`src/design/i2cm_pkg.sv`:
```
// ---------------------------------------------------------------------------
// i2cm_pkg
// Shared types and constants of the I2C master transaction engine.
// ---------------------------------------------------------------------------
package i2cm_pkg;

   localparam int TimeoutBits = 16;
   localparam int QueueDepth  = 2;

   localparam logic [2:0] FUNC_NONE      = 3'd0;
   localparam logic [2:0] FUNC_WR_BYTE   = 3'd1;
   localparam logic [2:0] FUNC_WR_MULTI  = 3'd2;
   localparam logic [2:0] FUNC_WR_REG    = 3'd3;
   localparam logic [2:0] FUNC_RD_BYTE   = 3'd4;
   localparam logic [2:0] FUNC_RD_REG    = 3'd5;

   localparam logic [1:0] SEG_ADDR_W = 2'd0;
   localparam logic [1:0] SEG_REG    = 2'd1;
   localparam logic [1:0] SEG_DATA   = 2'd2;
   localparam logic [1:0] SEG_ADDR_R = 2'd3;

   localparam logic [0:0] REG_ACK_TIMEOUT = 1'd0;

   typedef struct packed {
      logic [2:0] func;
      logic [6:0] slave_address;
      logic [7:0] reg_addr;
      logic [7:0] wr_data;
      logic [7:0] byte_count;
      logic       sda_in;
   } req_type;

   typedef struct packed {
      logic       scl_out;
      logic       sda_out;
      logic       busy_res;
      logic       done_res;
      logic       error;
      logic [7:0] read_data;
      logic       data_taken;
   } rsp_type;

   // classified tick handed from front to back
   typedef struct packed {
      logic       is_cmd;
      logic [2:0] func;
      logic [6:0] slave_address;
      logic [7:0] reg_addr;
      logic [7:0] wr_data;
      logic [7:0] byte_count;
      logic       sda_in;
   } tick_type;

   typedef enum logic [8:0] {
      PH_IDLE     = 9'b000000001,
      PH_START    = 9'b000000010,
      PH_BIT      = 9'b000000100,
      PH_ACKSETUP = 9'b000001000,
      PH_POLL     = 9'b000010000,
      PH_ACKHOLD  = 9'b000100000,
      PH_RBIT     = 9'b001000000,
      PH_RNACK    = 9'b010000000,
      PH_STOP     = 9'b100000000
   } phase_type;

endpackage

```
`src/design/i2cm_stream_if.sv`:
```
// ---------------------------------------------------------------------------
// i2cm_stream_if
// Valid/ready channel carrying one payload word.
// ---------------------------------------------------------------------------
interface i2cm_stream_if #(parameter type payload_type = logic);
   logic        valid;
   logic        ready;
   payload_type data;
   modport source (output valid, output data, input ready);
   modport sink   (input valid, input data, output ready);
endinterface

```
`src/design/i2cm_front.sv`:
```
// ---------------------------------------------------------------------------
// i2cm_front
// Accept requests, classify the command code, and queue ticks for the back.
// ---------------------------------------------------------------------------
module i2cm_front (
   input  logic               clock,
   input  logic               reset,
   input  logic               req_valid,
   output logic               req_ready,
   input  i2cm_pkg::req_type  req_data,
   output logic               q_valid,
   input  logic               q_ready,
   output i2cm_pkg::tick_type q_data
);
   import i2cm_pkg::*;

   tick_type   entry_ff [QueueDepth];
   logic [0:0] wr_ptr_ff, wr_ptr_in, rd_ptr_ff, rd_ptr_in;
   logic [1:0] count_ff, count_in;
   logic       push, pop;
   tick_type   cls;

   // classify: only codes one to five start a transaction
   always_comb begin
      cls.func          = req_data.func;
      cls.slave_address = req_data.slave_address;
      cls.reg_addr      = req_data.reg_addr;
      cls.wr_data       = req_data.wr_data;
      cls.byte_count    = req_data.byte_count;
      cls.sda_in        = req_data.sda_in;
      cls.is_cmd        = (req_data.func >= FUNC_WR_BYTE) && (req_data.func <= FUNC_RD_REG);
   end

   assign req_ready = (count_ff != 2'(QueueDepth));
   assign push      = req_valid && req_ready;
   assign q_valid   = (count_ff != 2'd0);
   assign pop       = q_valid && q_ready;
   assign q_data    = entry_ff[rd_ptr_ff];

   always_comb begin
      wr_ptr_in = push ? wr_ptr_ff + 1'b1 : wr_ptr_ff;
      rd_ptr_in = pop ? rd_ptr_ff + 1'b1 : rd_ptr_ff;
      count_in  = count_ff + 2'(push) - 2'(pop);
   end

   // advance pointers
   always_ff @(posedge clock) begin
      if (reset) begin
         wr_ptr_ff <= '0;
         rd_ptr_ff <= '0;
         count_ff  <= '0;
      end else begin
         wr_ptr_ff <= wr_ptr_in;
         rd_ptr_ff <= rd_ptr_in;
         count_ff  <= count_in;
      end
   end

   // store queue entry
   always_ff @(posedge clock) begin
      if (push) begin
         entry_ff[wr_ptr_ff] <= cls;
      end
   end

   a_count_range: assert property (@(posedge clock) disable iff (reset)
      count_ff <= 2'(QueueDepth)) else $error("queue count overflow");
   a_full_no_push: assert property (@(posedge clock) disable iff (reset)
      (count_ff == 2'(QueueDepth)) |-> !push) else $error("push into full queue");
   a_count_track: assert property (@(posedge clock) disable iff (reset)
      (push && !pop) |=> (count_ff == $past(count_ff) + 2'd1))
      else $error("count not tracking push");
endmodule

```
`src/design/i2cm_back.sv`:
```
// ---------------------------------------------------------------------------
// i2cm_back
// Bit sequencer: run one timing unit per tick and register the result.
// ---------------------------------------------------------------------------
module i2cm_back (
   input  logic               clock,
   input  logic               reset,
   input  logic               q_valid,
   output logic               q_ready,
   input  i2cm_pkg::tick_type q_data,
   input  logic [15:0]        ack_timeout_units,
   output logic               rsp_valid,
   input  logic               rsp_ready,
   output i2cm_pkg::rsp_type  rsp_data
);
   import i2cm_pkg::*;

   localparam logic [TimeoutBits-1:0] CountMax = '1;

   phase_type            phase_ff, phase_in;
   logic [1:0]           step_ff, step_in, seg_ff, seg_in;
   logic [2:0]           bit_ff, bit_in, cmd_ff, cmd_in;
   logic [7:0]           shift_ff, shift_in, left_ff, left_in;
   logic [7:0]           reg_ff, reg_in, data_ff, data_in, rx_ff, rx_in;
   logic [6:0]           addr_ff, addr_in;
   logic [TimeoutBits-1:0] tmo_ff, tmo_in;
   logic                 scl_ff, scl_in, sda_ff, sda_in_l, nack_ff, nack_in;
   logic                 out_valid_ff;
   rsp_type              out_ff, res;
   logic                 fire;

   // a result slot is free when empty or being taken
   assign q_ready   = !out_valid_ff || rsp_ready;
   assign fire      = q_valid && q_ready;
   assign rsp_valid = out_valid_ff;
   assign rsp_data  = out_ff;

   always_comb begin
      logic             done, err, taken, busy;
      logic [1:0]       nseg;
      logic             do_begin;
      phase_in = phase_ff; step_in = step_ff; seg_in = seg_ff; bit_in = bit_ff;
      cmd_in = cmd_ff; shift_in = shift_ff; left_in = left_ff; reg_in = reg_ff;
      data_in = data_ff; rx_in = rx_ff; addr_in = addr_ff; tmo_in = tmo_ff;
      scl_in = scl_ff; sda_in_l = sda_ff; nack_in = nack_ff;
      done = 1'b0; err = 1'b0; taken = 1'b0; do_begin = 1'b0; nseg = seg_ff;

      // latch a command while idle
      if (phase_ff == PH_IDLE && q_data.is_cmd) begin
         cmd_in = q_data.func; addr_in = q_data.slave_address;
         reg_in = q_data.reg_addr; data_in = q_data.wr_data;
         left_in = q_data.byte_count;
         seg_in = (q_data.func == FUNC_RD_BYTE) ? SEG_ADDR_R : SEG_ADDR_W;
         nack_in = 1'b0; phase_in = PH_START; step_in = 2'd0;
      end
      busy = (phase_in != PH_IDLE);

      case (phase_in)
         PH_START: begin
            case (step_in)
               2'd0: scl_in = 1'b0;
               2'd1: sda_in_l = 1'b1;
               2'd2: scl_in = 1'b1;
               default: sda_in_l = 1'b0;
            endcase
            if (step_in == 2'd3) begin
               do_begin = 1'b1; nseg = seg_in;
            end else step_in = step_in + 2'd1;
         end
         PH_BIT: begin
            if (step_in == 2'd0) begin
               if (seg_in == SEG_DATA && cmd_in == FUNC_WR_MULTI && bit_in == 3'd7) begin
                  shift_in = q_data.wr_data; taken = 1'b1;
               end
               scl_in = 1'b0;
            end else if (step_in == 2'd1) sda_in_l = shift_in[bit_in];
            else if (step_in == 2'd2) scl_in = 1'b1;
            if (step_in == 2'd3) begin
               step_in = 2'd0;
               if (bit_in == 3'd0) phase_in = PH_ACKSETUP;
               else bit_in = bit_in - 3'd1;
            end else step_in = step_in + 2'd1;
         end
         PH_ACKSETUP: begin
            if (step_in == 2'd0) begin
               scl_in = 1'b0; sda_in_l = 1'b1; step_in = 2'd1;
            end else begin
               phase_in = PH_POLL; step_in = 2'd0; tmo_in = '0;
            end
         end
         PH_POLL: begin
            scl_in = 1'b1;
            if (!q_data.sda_in) begin
               phase_in = PH_ACKHOLD; step_in = 2'd0;
            end else if (32'(tmo_in) > 32'(ack_timeout_units) || tmo_in == CountMax) begin
               nack_in = 1'b1; phase_in = PH_STOP; step_in = 2'd0;
            end else tmo_in = tmo_in + 1'b1;
         end
         PH_ACKHOLD: begin
            if (step_in == 2'd0) step_in = 2'd1;
            else begin
               // choose the next byte after an ACK
               case (seg_in)
                  SEG_ADDR_R: begin
                     phase_in = PH_RBIT; step_in = 2'd0; bit_in = 3'd7; shift_in = '0;
                  end
                  SEG_ADDR_W: begin
                     if (cmd_in == FUNC_WR_BYTE) begin
                        do_begin = 1'b1; nseg = SEG_DATA;
                     end else if (cmd_in == FUNC_WR_MULTI) begin
                        if (left_in == 8'd0) begin
                           phase_in = PH_STOP; step_in = 2'd0;
                        end else begin
                           do_begin = 1'b1; nseg = SEG_DATA;
                        end
                     end else begin
                        do_begin = 1'b1; nseg = SEG_REG;
                     end
                  end
                  SEG_REG: begin
                     if (cmd_in == FUNC_RD_REG) begin
                        seg_in = SEG_ADDR_R; phase_in = PH_START; step_in = 2'd0;
                     end else begin
                        do_begin = 1'b1; nseg = SEG_DATA;
                     end
                  end
                  default: begin
                     if (cmd_in == FUNC_WR_MULTI) begin
                        left_in = left_in - 8'd1;
                        if (left_in == 8'd0) begin
                           phase_in = PH_STOP; step_in = 2'd0;
                        end else begin
                           do_begin = 1'b1; nseg = SEG_DATA;
                        end
                     end else begin
                        phase_in = PH_STOP; step_in = 2'd0;
                     end
                  end
               endcase
            end
         end
         PH_RBIT: begin
            if (step_in == 2'd0) begin
               scl_in = 1'b0; sda_in_l = 1'b1;
            end else if (step_in == 2'd2) scl_in = 1'b1;
            if (step_in == 2'd3) begin
               shift_in[bit_in] = shift_in[bit_in] | q_data.sda_in;
               step_in = 2'd0;
               if (bit_in == 3'd0) begin
                  rx_in = shift_in; phase_in = PH_RNACK;
               end else bit_in = bit_in - 3'd1;
            end else step_in = step_in + 2'd1;
         end
         PH_RNACK: begin
            if (step_in == 2'd0) scl_in = 1'b0;
            else if (step_in == 2'd1) sda_in_l = 1'b1;
            else if (step_in == 2'd2) scl_in = 1'b1;
            if (step_in == 2'd3) begin
               phase_in = PH_STOP; step_in = 2'd0;
            end else step_in = step_in + 2'd1;
         end
         PH_STOP: begin
            case (step_in)
               2'd0: scl_in = 1'b0;
               2'd1: sda_in_l = 1'b0;
               2'd2: scl_in = 1'b1;
               default: sda_in_l = 1'b1;
            endcase
            if (step_in == 2'd3) begin
               done = 1'b1; err = nack_in; nack_in = 1'b0;
               phase_in = PH_IDLE; step_in = 2'd0; bit_in = 3'd7;
            end else step_in = step_in + 2'd1;
         end
         default: ;
      endcase

      // load the next byte to send
      if (do_begin) begin
         seg_in = nseg; phase_in = PH_BIT; step_in = 2'd0; bit_in = 3'd7;
         case (nseg)
            SEG_ADDR_W: shift_in = {addr_in, 1'b0};
            SEG_ADDR_R: shift_in = {addr_in, 1'b1};
            SEG_REG:    shift_in = reg_in;
            default:    shift_in = data_in;
         endcase
      end

      res.scl_out = scl_in; res.sda_out = sda_in_l; res.busy_res = busy;
      res.done_res = done; res.error = err; res.read_data = rx_in;
      res.data_taken = taken;
   end

   // advance sequencer state on each tick
   always_ff @(posedge clock) begin
      if (reset) begin
         phase_ff <= PH_IDLE; step_ff <= '0; seg_ff <= '0; bit_ff <= 3'd7;
         cmd_ff <= '0; shift_ff <= '0; left_ff <= '0; reg_ff <= '0;
         data_ff <= '0; rx_ff <= '0; addr_ff <= '0; tmo_ff <= '0;
         scl_ff <= 1'b1; sda_ff <= 1'b1; nack_ff <= 1'b0; out_valid_ff <= 1'b0;
      end else begin
         if (fire) begin
            phase_ff <= phase_in; step_ff <= step_in; seg_ff <= seg_in;
            bit_ff <= bit_in; cmd_ff <= cmd_in; shift_ff <= shift_in;
            left_ff <= left_in; reg_ff <= reg_in; data_ff <= data_in;
            rx_ff <= rx_in; addr_ff <= addr_in; tmo_ff <= tmo_in;
            scl_ff <= scl_in; sda_ff <= sda_in_l; nack_ff <= nack_in;
         end
         if (fire) out_valid_ff <= 1'b1;
         else if (rsp_ready) out_valid_ff <= 1'b0;
      end
   end

   // hold result register
   always_ff @(posedge clock) begin
      if (fire) out_ff <= res;
   end

   a_onehot: assert property (@(posedge clock) disable iff (reset)
      $onehot(phase_ff)) else $error("phase not one-hot");
   a_stall_hold: assert property (@(posedge clock) disable iff (reset)
      (rsp_valid && !rsp_ready) |=> $stable(out_ff)) else $error("result changed in stall");
   a_done_idle: assert property (@(posedge clock) disable iff (reset)
      (fire && res.done_res) |=> (phase_ff == PH_IDLE)) else $error("done without idle");
   a_idle_lines: assert property (@(posedge clock) disable iff (reset)
      (phase_ff == PH_IDLE) |-> (scl_ff && sda_ff)) else $error("lines low while idle");
endmodule

```
`src/design/i2c_master_transaction_engine.sv`:
```
// ---------------------------------------------------------------------------
// i2c_master_transaction_engine
// I2C master with 7-bit addressing, advanced one timing unit per request.
//
//   channel | dir | handshake       | payload
//   req     | in  | valid/ready     | func, address, reg, data, count, sda
//   rsp     | out | valid/ready     | scl, sda, busy, done, error, data, taken
//   csr     | in  | APB, pready = 1 | ack_timeout_units at address 0
//
// One request per cycle while responses are taken; each request yields one response
// after passing a two-entry queue and then a registered sequencer output.
// Reset is synchronous and returns the sequencer to idle with lines high.
// A stalled response holds the sequencer; the queue keeps accepting until full.
// ---------------------------------------------------------------------------
module i2c_master_transaction_engine (
   input  logic        clock,
   input  logic        reset,
   i2cm_stream_if.sink   req,
   i2cm_stream_if.source rsp,
   input  logic        csr_psel,
   input  logic        csr_penable,
   input  logic        csr_pwrite,
   input  logic [1:0]  csr_paddr,
   input  logic [31:0] csr_pwdata,
   output logic [31:0] csr_prdata,
   output logic        csr_pready
);
   import i2cm_pkg::*;

   logic [15:0] timeout_ff;
   logic        q_valid, q_ready;
   tick_type    q_data;

   assign csr_pready = 1'b1;
   assign csr_prdata = (csr_paddr == 2'(REG_ACK_TIMEOUT * 4)) ? {16'd0, timeout_ff} : 32'd0;

   // write timeout register
   always_ff @(posedge clock) begin
      if (reset) begin
         timeout_ff <= 16'd48;
      end else if (csr_psel && csr_penable && csr_pwrite &&
                   csr_paddr == 2'(REG_ACK_TIMEOUT * 4)) begin
         timeout_ff <= csr_pwdata[15:0];
      end
   end

   i2cm_front u_front (
      .clock(clock), .reset(reset),
      .req_valid(req.valid), .req_ready(req.ready), .req_data(req.data),
      .q_valid(q_valid), .q_ready(q_ready), .q_data(q_data)
   );

   i2cm_back u_back (
      .clock(clock), .reset(reset),
      .q_valid(q_valid), .q_ready(q_ready), .q_data(q_data),
      .ack_timeout_units(timeout_ff),
      .rsp_valid(rsp.valid), .rsp_ready(rsp.ready), .rsp_data(rsp.data)
   );
endmodule
```
`src/flat_wrapper.sv`:
```
// flat-port wrapper written by rule: the top's interface ports become plain ports
module i2c_master_transaction_engine_flat import i2cm_pkg::*;
  (clock, reset, csr_psel, csr_penable, csr_pwrite, csr_paddr, csr_pwdata, csr_prdata, csr_pready, req_valid, req_data, req_ready, rsp_valid, rsp_data, rsp_ready);
  i2cm_stream_if req_i ();
  i2cm_stream_if rsp_i ();
  input  logic clock;
  input  logic reset;
  input  logic csr_psel;
  input  logic csr_penable;
  input  logic csr_pwrite;
  input  logic [1:0] csr_paddr;
  input  logic [31:0] csr_pwdata;
  output logic [31:0] csr_prdata;
  output logic csr_pready;
  input wire logic [$bits(req_i.valid)-1:0] req_valid;
  input wire logic [$bits(req_i.data)-1:0] req_data;
  output wire logic [$bits(req_i.ready)-1:0] req_ready;
  output wire logic [$bits(rsp_i.valid)-1:0] rsp_valid;
  output wire logic [$bits(rsp_i.data)-1:0] rsp_data;
  input wire logic [$bits(rsp_i.ready)-1:0] rsp_ready;
  assign req_i.valid = req_valid;
  assign req_i.data = req_data;
  assign req_ready = req_i.ready;
  assign rsp_valid = rsp_i.valid;
  assign rsp_data = rsp_i.data;
  assign rsp_i.ready = rsp_ready;
  i2c_master_transaction_engine u_core (.clock(clock), .reset(reset), .req(req_i), .rsp(rsp_i), .csr_psel(csr_psel), .csr_penable(csr_penable), .csr_pwrite(csr_pwrite), .csr_paddr(csr_paddr), .csr_pwdata(csr_pwdata), .csr_prdata(csr_prdata), .csr_pready(csr_pready));
endmodule
```
`config.mk`:
```
export PLATFORM = sky130hd
export DESIGN_NAME = i2c_master_transaction_engine_flat
export DESIGN_NICKNAME = d
export VERILOG_FILES = /design/src/design/i2cm_pkg.sv /design/src/design/i2cm_stream_if.sv /design/src/design/i2cm_front.sv /design/src/design/i2cm_back.sv /design/src/design/i2c_master_transaction_engine.sv /design/src/flat_wrapper.sv
export SDC_FILE = /design/constraint.sdc
export NUM_CORES = 1
export LEC_CHECK = 0
export BUFFER_PORTS_ARGS = -buffer_cell sky130_fd_sc_hd__buf_2
export CAP_MARGIN = 20
export CORE_ASPECT_RATIO = 1.2
export CORE_MARGIN = 5
export CORE_UTILIZATION = 44
export CTS_CLUSTER_DIAMETER = 50
export CTS_CLUSTER_SIZE = 30
export DETAILED_ROUTE_END_ITERATION = 6
export PLACE_DENSITY_LB_ADDON = 0.12
export SYNTH_ARGS = -nofsm -noshare
export SYNTH_HDL_FRONTEND = slang
export SYNTH_SLANG_ARGS = --single-unit
export TNS_END_PERCENT = 50
```
`constraint.sdc`:
```
create_clock -name clock -period 2.8 [get_ports clock]
set_input_delay 0.42 -clock clock [delete_from_list [all_inputs] [get_ports clock]]
set_output_delay 0.42 -clock clock [all_outputs]
set_load 0.1 [all_outputs]
```
==> flow_metrics.py, run 1 <==
metrics = {
    "synth": {
        "ys_warn_count": 0,
        "yosysTopAreaCell": "dfxtp_1",
        "synth-seq-cells": 19,
        "ys_top_cells_by_area": "dfxtp_1 34%, nand2b_1 17%, mux2i_1 14%, buf_4 12%, and2_1 8.9%",
        "synth_top_area_share_pct": 33.67,
        "ys_types": 19,
        "synth.avg_cell_area_um2": 9.112,
        "syn_area_um2": 1130,
        "netlist_instances": 124,
        "yosysSeqAreaShare_pct": 33.67,
    },
    "power": {
        "max-vdd-ir-drop_mv": 0.6730,
        "power.leakage_nw": 0.6079,
        "p_seq_share_pct": 40.0,
        "total_power_mw": 0.7487,
        "power_density_nw_per_um2": 582.1,
        "power.share.clock_pct": 17.4,
        "p_comb_share_pct": 42.5,
        "switchingPower_mw": 0.3325,
        "p_int_mw": 0.4162,
        "swShare_pct": 44.41,
    },
    "routing": {
        "vias": 838,
        "viasPerCell": 4.297,
        "wl_per_cell_um": 10.52,
        "first_iter_violations": 6,
        "ant_nets": 0,
        "drt-pass1-iter-count": 4,
        "drc": 0,
        "routed_wl_um": 2051,
    },
    "min_path": {
        "hp-class": "in -> reg",
    },
    "place": {
        "io_buffers": 42,
        "hpwl_um": 1577,
        "gp_congestion": 0.6992,
    },
    "critical_path": {
        "required_ns": 2.38,
        "crit_fanout": 17,
        "worst-setup-path-type": "in -> out",
        "end_kind": "output pin",
        "cp-start-kind": "input pin",
        "crit_arrival_ns": 1.43,
    },
    "clocking": {
        "cts_sinks": 19,
        "cts_tree": "built",
        "clk_pin_slew_ns": 0.10,
        "htreeDepth": 1,
        "root_buffer": "clkbuf_4",
        "postCtsHoldBufs": 0,
        "cts_setup_buffers": 0,
        "cts.path.max_buffers": 2,
        "cts_resized": 0,
        "cts_buffers": 3,
        "clk_latency_ns": 0.28,
    },
    "global_route": {
        "grt_max_degree": 36,
        "grt_pass1_vias": 792,
        "antenna_found_initial": 0,
        "grt_overflow": 0,
        "grt_pass1_wl_um": 3456,
        "grtUsageTotal_pct": 11.78,
    },
    "final_layout": {
        "regArea_um2": 380.4,
        "nets": 207,
        "diodes": 0,
        "layout_commonest_cell": "buf_2",
        "syn_to_final_growth_pct": 13.84,
        "final_core_util_pct": 51.40,
        "multi_input_area_um2": 624.3,
        "most-common-layout-cells": "42 x buf_2, 30 x nand2b_1, 19 x dfxtp_1",
        "nFillCells": 249,
        "drive_gt1_share_pct": 29.01,
    },
    "floorplan": {
        "start_util_pct": 45.15,
        "die-height_um": 65.51,
        "num_rows": 20,
        "core_um2": 2502,
        "die_w_um": 56.26,
        "ioPinCount": 78,
        "fp.dieArea_um2": 3686,
    },
    "sta": {
        "min_period_over_period_pct": 66.09,
        "setup_viol": 0,
        "hold_viol_final": 0,
        "rsz0062_at_grt": "false",
        "clock_skew_ns": 0.00005265,
        "drv_slew": 0,
        "fin_setup_tns_ns": 0,
        "fmax_mhz": 540.4,
        "period_needed_ns": 1.851,
    },
    "job": {
        "cap_viol_max_count": 0,
    },
    "status": {
        "status": "completed",
    },
}
synthesized netlist by cell type (all sizes together):
master and n:
nor2 7, ha 2, clkbuf 4, buf 20
conb 2, dfxtp 19, and4 1, mux2i 16
inv 1, xor2 1, a21oi 1, xnor2 1
nand2b 30, nand2 1, nor2b 2, and2 16
routing by layer:
metal	vias to the layer above	global-route usage [%]	wire, um
li1	427	-	-
met5	-	0	0
met1	385	12.35	785
met2	24	21.93	1105
met4	0	5.341	24
met3	2	2.947	135
power by group through the flow:
| stage | Clock [mW] | Combinational, mW | Sequential [mW] |
|---|---|---|---|
| floorplan | 0 | 0.264 | 0.338 |
| global placement | 0 | 0.313 | 0.305 |
| detailed placement | 0 | 0.321 | 0.306 |
| CTS | 0.141 | 0.321 | 0.300 |
| global route | 0.154 | 0.341 | 0.304 |
| finish | 0.131 | 0.318 | 0.300 |
worst paths after layout:
check / start / endpoint / slack (ns) / depth (start not counted)
max: csr_paddr[1] / csr_prdata[9] / 0.95 / 4
min: csr_pwdata[13] / u_core.timeout_ff[13]$_SDFFE_PP0P_ / 0.38 / 3
max reg2reg: u_core.u_front.count_ff[1]$_SDFF_PP0_ / u_core.u_front.count_ff[1]$_SDFF_PP0_ / 1.28 / 8
min reg2reg: u_core.timeout_ff[6]$_SDFFE_PP0P_ / u_core.timeout_ff[6]$_SDFFE_PP0P_ / 0.47 / 2
through the flow:
step	instance area [um2]	worst slack, ns	cells	hold WS, ns
3_5_place_dp	1260	0.9206	191	0.4576
2_1_floorplan	1190	0.6130	140	0.4441
6_report	1286	0.9494	195	0.3846
4_1_cts	1286	0.9206	195	0.3674
3_3_place_gp	1260	0.9364	191	0.4538
5_1_grt	1286	0.8794	195	0.3635
logic make-up after synthesis:
group / share of synthesized area (%)
and+or+nand+nor: 30.90
DFF: 33.67
other: 0.6647
AOI/OAI and AO/OA: 0.4425
adders and majority gates: 2.214
xor gates and xnor gates: 1.551
muxes: 14.17
buffers and inverters: 16.39
critical path: stages:
cell and delay (ns):
buf_2 0.11, nor2_4 0.28, and2_1 0.19, buf_2 0.42
sequential cells by signal, summed over array words and instances (netlist names):
name	flops
u_core.u_front.count_ff	2
u_core.u_back.rsp_valid	1
u_core.timeout_ff	16
area by class of cell:
| type | count | area share, % |
|---|---|---|
| well taps | 33 | 3.210 |
| flip-flops and latches | 19 | 29.57 |
| clock buffers | 4 | 2.043 |
| multi-input cells | 96 | 48.54 |
| repair buffers | 42 | 16.34 |
| inverters | 1 | 0.2918 |
(Power assumes the default switching activity.)
==> run 2: changes to the inputs <==
--- a/config.mk
+++ b/config.mk
@@ -5,11 +5,12 @@
 export SDC_FILE = /design/constraint.sdc
 export NUM_CORES = 1
 export LEC_CHECK = 0
+export ABC_AREA = 1
 export BUFFER_PORTS_ARGS = -buffer_cell sky130_fd_sc_hd__buf_2
 export CAP_MARGIN = 20
 export CORE_ASPECT_RATIO = 1.2
 export CORE_MARGIN = 5
-export CORE_UTILIZATION = 44
+export CORE_UTILIZATION = 37
 export CTS_CLUSTER_DIAMETER = 50
 export CTS_CLUSTER_SIZE = 30
 export DETAILED_ROUTE_END_ITERATION = 6
==> constraint.sdc (replaced) <==
create_clock -name clock -period 1.63 [get_ports clock]
set_input_delay 0.2445 -clock clock [delete_from_list [all_inputs] [get_ports clock]]
set_output_delay 0.2445 -clock clock [all_outputs]
set_load 0.1 [all_outputs]
==> flow_metrics.py, run 2 <==
metrics = {
    "power": {
        "p_comb_share_pct": 48.0,
        "p_seq_share_pct": 36.4,
        "power_density_nw_per_um2": 947.9,
        "swShare_pct": 47.63,
        "power.leakage_nw": 0.8113,
        "total_power_mw": 1.526,
        "switchingPower_mw": 0.7270,
        "max-vdd-ir-drop_mv": 0.9788,
        "power.share.clock_pct": 15.6,
        "p_int_mw": 0.7993,
    },
    "clocking": {
        "cts.path.max_buffers": 2,
        "cts_setup_buffers": 0,
        "cts_buffers": 3,
        "cts_sinks": 19,
        "clk_pin_slew_ns": 0.10,
        "htreeDepth": 1,
        "clk_latency_ns": 0.29,
        "root_buffer": "clkbuf_4",
        "cts_tree": "built",
    },
    "synth": {
        "yosysMostFrequentCell": "nor2_1",
        "yosysSeqAreaShare_pct": 32.69,
        "netlist_instances": 182,
        "synthArstFlopShare_pct": 0,
        "syn_area_um2": 1164,
        "synth_edf_count": 0,
        "ys_types": 21,
        "ys_top_cells_by_area": "dfxtp_1 33%, nor2_1 15%, buf_4 13%, inv_1 11%, nand2_1 8.1%",
        "synth.avg_cell_area_um2": 6.393,
        "yosysTopAreaCell": "dfxtp_1",
        "ys_warn_count": 0,
        "ys.flop_type": "dfxtp_1",
        "synth_top_area_share_pct": 32.69,
        "yosys-top-cells-count": "47 x nor2_1, 35 x inv_1, 25 x nand2_1",
        "synth-seq-cells": 19,
    },
    "floorplan": {
        "die-height_um": 71.43,
        "start_util_pct": 38.08,
        "die_w_um": 61.20,
        "ioPinCount": 78,
        "num_rows": 22,
        "fp.dieArea_um2": 4371,
        "core_um2": 3055,
    },
    "routing": {
        "first_iter_violations": 27,
        "vias": 1047,
        "viasPerCell": 4.058,
        "wl_per_cell_um": 9.345,
        "drc": 0,
        "routed_wl_um": 2411,
        "drt-pass1-iter-count": 2,
        "ant_nets": 0,
    },
    "critical_path": {
        "worst_path_max_delay_cell": "dfxtp_4",
        "required_ns": 1.86,
        "r2r_cells": 8,
        "crit_fanout": 5,
        "crit_arrival_ns": 1.76,
        "crit_path_cell_trace": "o21a_1, ha_1, inv_1, ha_2, or2_4, nand3_2, nand2_2, nor2_2",
        "crit_start": "u_core.u_front.count_ff[1]$_SDFF_PP0_",
        "cp-start-kind": "flip-flop",
        "r2r-start": "u_core.u_front.count_ff[1]$_SDFF_PP0_",
        "slowest_delay_ns": 0.38,
        "end_kind": "flip-flop",
        "worst-setup-path-type": "reg -> reg",
    },
    "global_route": {
        "grtUsageTotal_pct": 11.93,
        "grt_overflow": 0,
        "grt_pass1_vias": 947,
        "grt_max_degree": 18,
        "grt_pass1_wl_um": 4126,
        "antenna_found_initial": 0,
    },
    "sta": {
        "setup_viol": 0,
        "fmax_mhz": 657.0,
        "tightest_slew_ns": 0.4996,
        "rsz0062_at_grt": "true",
        "hold_viol_final": 0,
        "period_needed_ns": 1.522,
        "min_period_over_period_pct": 93.39,
        "clock_skew_ns": 0.0002406,
        "slew_headroom_pct": 66.49,
        "holdWs_ns": 0.1171,
        "setup_ws_ns": 0.1078,
        "drv_slew": 0,
        "fin_setup_tns_ns": 0,
    },
    "final_layout": {
        "drive_gt1_share_pct": 28.38,
        "nFillCells": 349,
        "most-common-layout-cells": "46 x nor2_1, 35 x inv_1, 26 x buf_2",
        "post_layout_nonfiller_instances": 258,
        "layout_commonest_cell": "nor2_1",
        "syn_to_final_growth_pct": 38.39,
        "top_register": "u_core.timeout_ff",
        "regArea_um2": 386.6,
        "nets": 267,
        "final_core_util_pct": 52.70,
        "stdcell_area_um2": 1610,
        "largest_reg_flops": 16,
        "diodes": 0,
        "multi_input_area_um2": 551.8,
    },
    "status": {
        "status": "completed",
    },
    "place": {
        "hpwl_um": 1829,
        "io_buffers": 42,
        "pre_cts_ws_ns": 0.002758,
        "placedCellCount": 254,
        "gp_congestion": 0.6701,
        "placed_cell_area_um2": 1560,
    },
    "job": {
        "cap_viol_max_count": 0,
    },
    "min_path": {
        "hp-class": "in -> reg",
        "worstHoldPathCells": 2,
        "min_from": "reset",
    },
}
run 2: cell count changes after synthesis, sizes merged, moves of 2 or more:
cell,change
mux2i,-16
nor2b,-2
nand3,+18
inv,+36
nand2b,-30
buf,+2
nand2,+25
and2,-16
nor2,+43
clkbuf,-3
run 2: path summary, 6_finish.rpt:
check	end	slack (ns)
worst min register to register	u_core.timeout_ff[4]$_SDFFE_PP1P_	0.47
worst max-delay path	u_core.u_front.count_ff[1]$_SDFF_PP0_	0.11
worst max register to register	u_core.u_front.count_ff[1]$_SDFF_PP0_	0.11
worst min-delay path	u_core.u_back.rsp_valid$_SDFFE_PP0P_	0.12
run 2: kinds of logic (layout without fill, tap and decap cells):
| family | after synthesis | after routing | share of synthesized area, % |
|---|---|---|---|
| other cells | 2 | 18 | 0.6454 |
| buf+inv | 61 | 85 | 26.88 |
| simple gates | 95 | 95 | 36.13 |
| fa+ha+maj | 2 | 2 | 2.150 |
| compound gates | 3 | 3 | 1.506 |
| flops | 19 | 19 | 32.69 |
run 2: routing by layer:
metal	track usage (%)	wire (um)	up-vias
met5	0	0	-
met4	3.614	10	0
met3	2.162	175	2
met2	19.41	1212	26
met1	15.71	1012	446
li1	-	-	573
run 2: area by class of cell:
class                           count  area share, %
Clock buffer                        4          1.632
Inverter                           38          8.858
Multi-Input combinational cell    118          34.27
Sequential cell                    19          24.01
Tap cell                           36          2.797
Timing Repair Buffer               43          28.44
run 2: what timing repair did:
| item | 4_1_cts | 5_1_grt |
|---|---|---|
| gates resized for setup | 0 | 9 |
| endpoints found under the setup margin | 0 | 1 |
| hold buffers | 0 | 0 |
| endpoints found under the hold margin | 0 | 0 |
run 2: worst max-delay path, delay by kind of cell (launching register included):
| family | cells | cell delay [ns] |
|---|---|---|
| and+or+nand+nor | 4 | 0.46 |
| adders and majority gates | 2 | 0.42 |
| DFF | 1 | 0.38 |
| AOI/OAI and AO/OA | 1 | 0.17 |
| buffers and inverters | 1 | 0.04 |
run 2: power by group through the flow:
stage | Combinational [mW] | Sequential [mW] | Clock (mW)
after floorplan | 0.552 | 0.614 | 0
after global placement | 0.685 | 0.554 | 0
after detailed placement | 0.692 | 0.554 | 0
after CTS | 0.693 | 0.545 | 0.253
after global routing | 0.814 | 0.564 | 0.273
final | 0.733 | 0.555 | 0.238
==> run 3: changes to the inputs <==
--- a/config.mk
+++ b/config.mk
@@ -5,7 +5,6 @@
 export SDC_FILE = /design/constraint.sdc
 export NUM_CORES = 1
 export LEC_CHECK = 0
-export ABC_AREA = 1
 export BUFFER_PORTS_ARGS = -buffer_cell sky130_fd_sc_hd__buf_2
 export CAP_MARGIN = 20
 export CORE_ASPECT_RATIO = 1.2
==> flow_metrics.py, run 3 (synthesis gave the netlist of run 1 again) <==
metrics = {
    "status": {
        "status": "completed",
    },
    "floorplan": {
        "start_util_pct": 37.66,
        "core_um2": 3000,
        "ioPinCount": 78,
        "num_rows": 22,
        "die_w_um": 60.45,
        "die-height_um": 70.54,
        "fp.dieArea_um2": 4263,
    },
    "clocking": {
        "clk_pin_slew_ns": 0.11,
        "cts.path.max_buffers": 2,
        "clk_latency_ns": 0.30,
        "htreeDepth": 1,
        "cts_buffers": 3,
        "cts_tree": "built",
        "cts_sinks": 19,
        "root_buffer": "clkbuf_4",
    },
    "sta": {
        "clock_skew_ns": 0.009109,
        "setup_viol": 0,
        "min_period_over_period_pct": 93.51,
        "setup_ws_ns": 0.1058,
        "period_needed_ns": 1.524,
        "rsz0062_at_grt": "false",
        "fmax_mhz": 656.1,
        "hold_viol_final": 0,
        "drv_slew": 0,
    },
    "global_route": {
        "grtUsageTotal_pct": 11.22,
        "grt_pass1_vias": 831,
        "met2_usage_pct": 20.31,
        "grt_max_degree": 36,
        "antenna_found_initial": 0,
        "grt_pass1_wl_um": 3691,
        "grt_overflow": 0,
        "met3_usage_pct": 2.190,
        "top_usage_layer": "met2",
        "grt.met1_usage_pct": 11.80,
    },
    "routing": {
        "viasPerCell": 4.121,
        "routed_wl_um": 2181,
        "vias": 820,
        "wl_per_cell_um": 10.96,
        "drc": 0,
        "drt-pass1-iter-count": 2,
        "ant_nets": 0,
        "first_iter_violations": 7,
    },
    "critical_path": {
        "crit_arrival_ns": 1.71,
        "worst-setup-path-type": "reg -> reg",
        "cp-start-kind": "flip-flop",
        "end_kind": "flip-flop",
        "required_ns": 1.81,
        "crit_fanout": 3,
    },
    "place": {
        "gp_congestion": 0.6210,
        "hpwl_um": 1755,
        "pre_cts_ws_ns": 0.009968,
        "io_buffers": 42,
    },
    "final_layout": {
        "nFillCells": 290,
        "top_register": "u_core.timeout_ff",
        "final_core_util_pct": 52.25,
        "drive_gt1_share_pct": 34.36,
        "layout_commonest_cell": "nand2b_1",
        "syn_to_final_growth_pct": 38.76,
        "most-common-layout-cells": "29 x nand2b_1, 26 x buf_2, 18 x conb_1",
        "largest_reg_flops": 16,
        "nets": 208,
        "diodes": 0,
    },
    "job": {
        "cap_viol_max_count": 0,
    },
    "power": {
        "power.leakage_nw": 0.6628,
        "power_density_nw_per_um2": 871.8,
        "max-vdd-ir-drop_mv": 0.7444,
    },
    "min_path": {
        "hp-class": "in -> reg",
    },
}
## run 3: cell types whose count changed in the layout (fill, tap and decap cells not counted), moves of 16 or more
cell / previous run / this run
and2_1: 0 / 16
nor2_1: 46 / 5
inv_1: 35 / 1
nand2b_1: 0 / 29
mux2i_1: 0 / 16
nand2_1: 23 / 1
nand3_1: 16 / 0
## run 3: worst paths after layout
kind                                                             from  depth (start not counted)                                    end  slack [ns]
worst max register to register  u_core.u_front.count_ff[1]$_SDFF_PP0_                          8  u_core.u_front.count_ff[1]$_SDFF_PP0_        0.11
worst min-delay path                                   csr_pwdata[14]                          3     u_core.timeout_ff[14]$_SDFFE_PP0P_        0.20
worst min register to register      u_core.timeout_ff[3]$_SDFFE_PP0P_                          2      u_core.timeout_ff[3]$_SDFFE_PP0P_        0.47
worst max-delay path            u_core.u_front.count_ff[1]$_SDFF_PP0_                          8  u_core.u_front.count_ff[1]$_SDFF_PP0_        0.11
## run 3: cell type report
class | instances | area (um2) | share of cell area (%)
clock buffers | 3 | 22.52 | 1.437
clock inverters | 1 | 5.005 | 0.3192
inverters | 1 | 3.754 | 0.2394
multi-input cells | 96 | 644.4 | 41.10
flip-flops and latches | 19 | 389.1 | 24.82
well taps | 36 | 45.04 | 2.873
repair buffers | 43 | 457.9 | 29.21
## run 3: power breakdown
part	switching, mW	internal (mW)	total [mW]
Clock	0.146	0.0913	0.237
Sequential	0.0323	0.507	0.539
Combinational	0.431	0.159	0.590
## run 3: metal layers
metal	wire, um	vias to the layer above
met2	1189	25
met5	0	-
met4	23	0
li1	-	426
met3	168	2
met1	800	367
## run 3: repair_timing
action,4_1_cts,5_1_grt
gates resized for setup,0,4
setup buffers,0,0
endpoints found under the setup margin,0,1
hold buffers,0,0
## run 3: worst max-delay path: stages (launching register included)
cell	delay, ns
dfxtp_4	0.39
nor2_2	0.12
nor2b_1	0.06
ha_1	0.28
inv_1	0.07
ha_2	0.18
xor2_2	0.14
xnor2_1	0.13
nor2_1	0.05
## run 3: through the flow
| stage | std cells | hold WS, ns | power [mW] | TNS [ns] | area [um2] |
|---|---|---|---|---|---|
| final | 199 | 0.1953 | 1.367 | 0 | 1568 |
| after global routing | 199 | 0.1821 | 1.452 | 0 | 1568 |
| after CTS | 199 | 0.1828 | 1.369 | 0 | 1554 |
| after detailed placement | 195 | 0.4635 | 1.123 | 0 | 1526 |
| after global placement | 195 | 0.4536 | 1.103 | 0 | 1526 |
| after floorplan | 140 | 0.3992 | 1.058 | -0.04261 | 1205 |
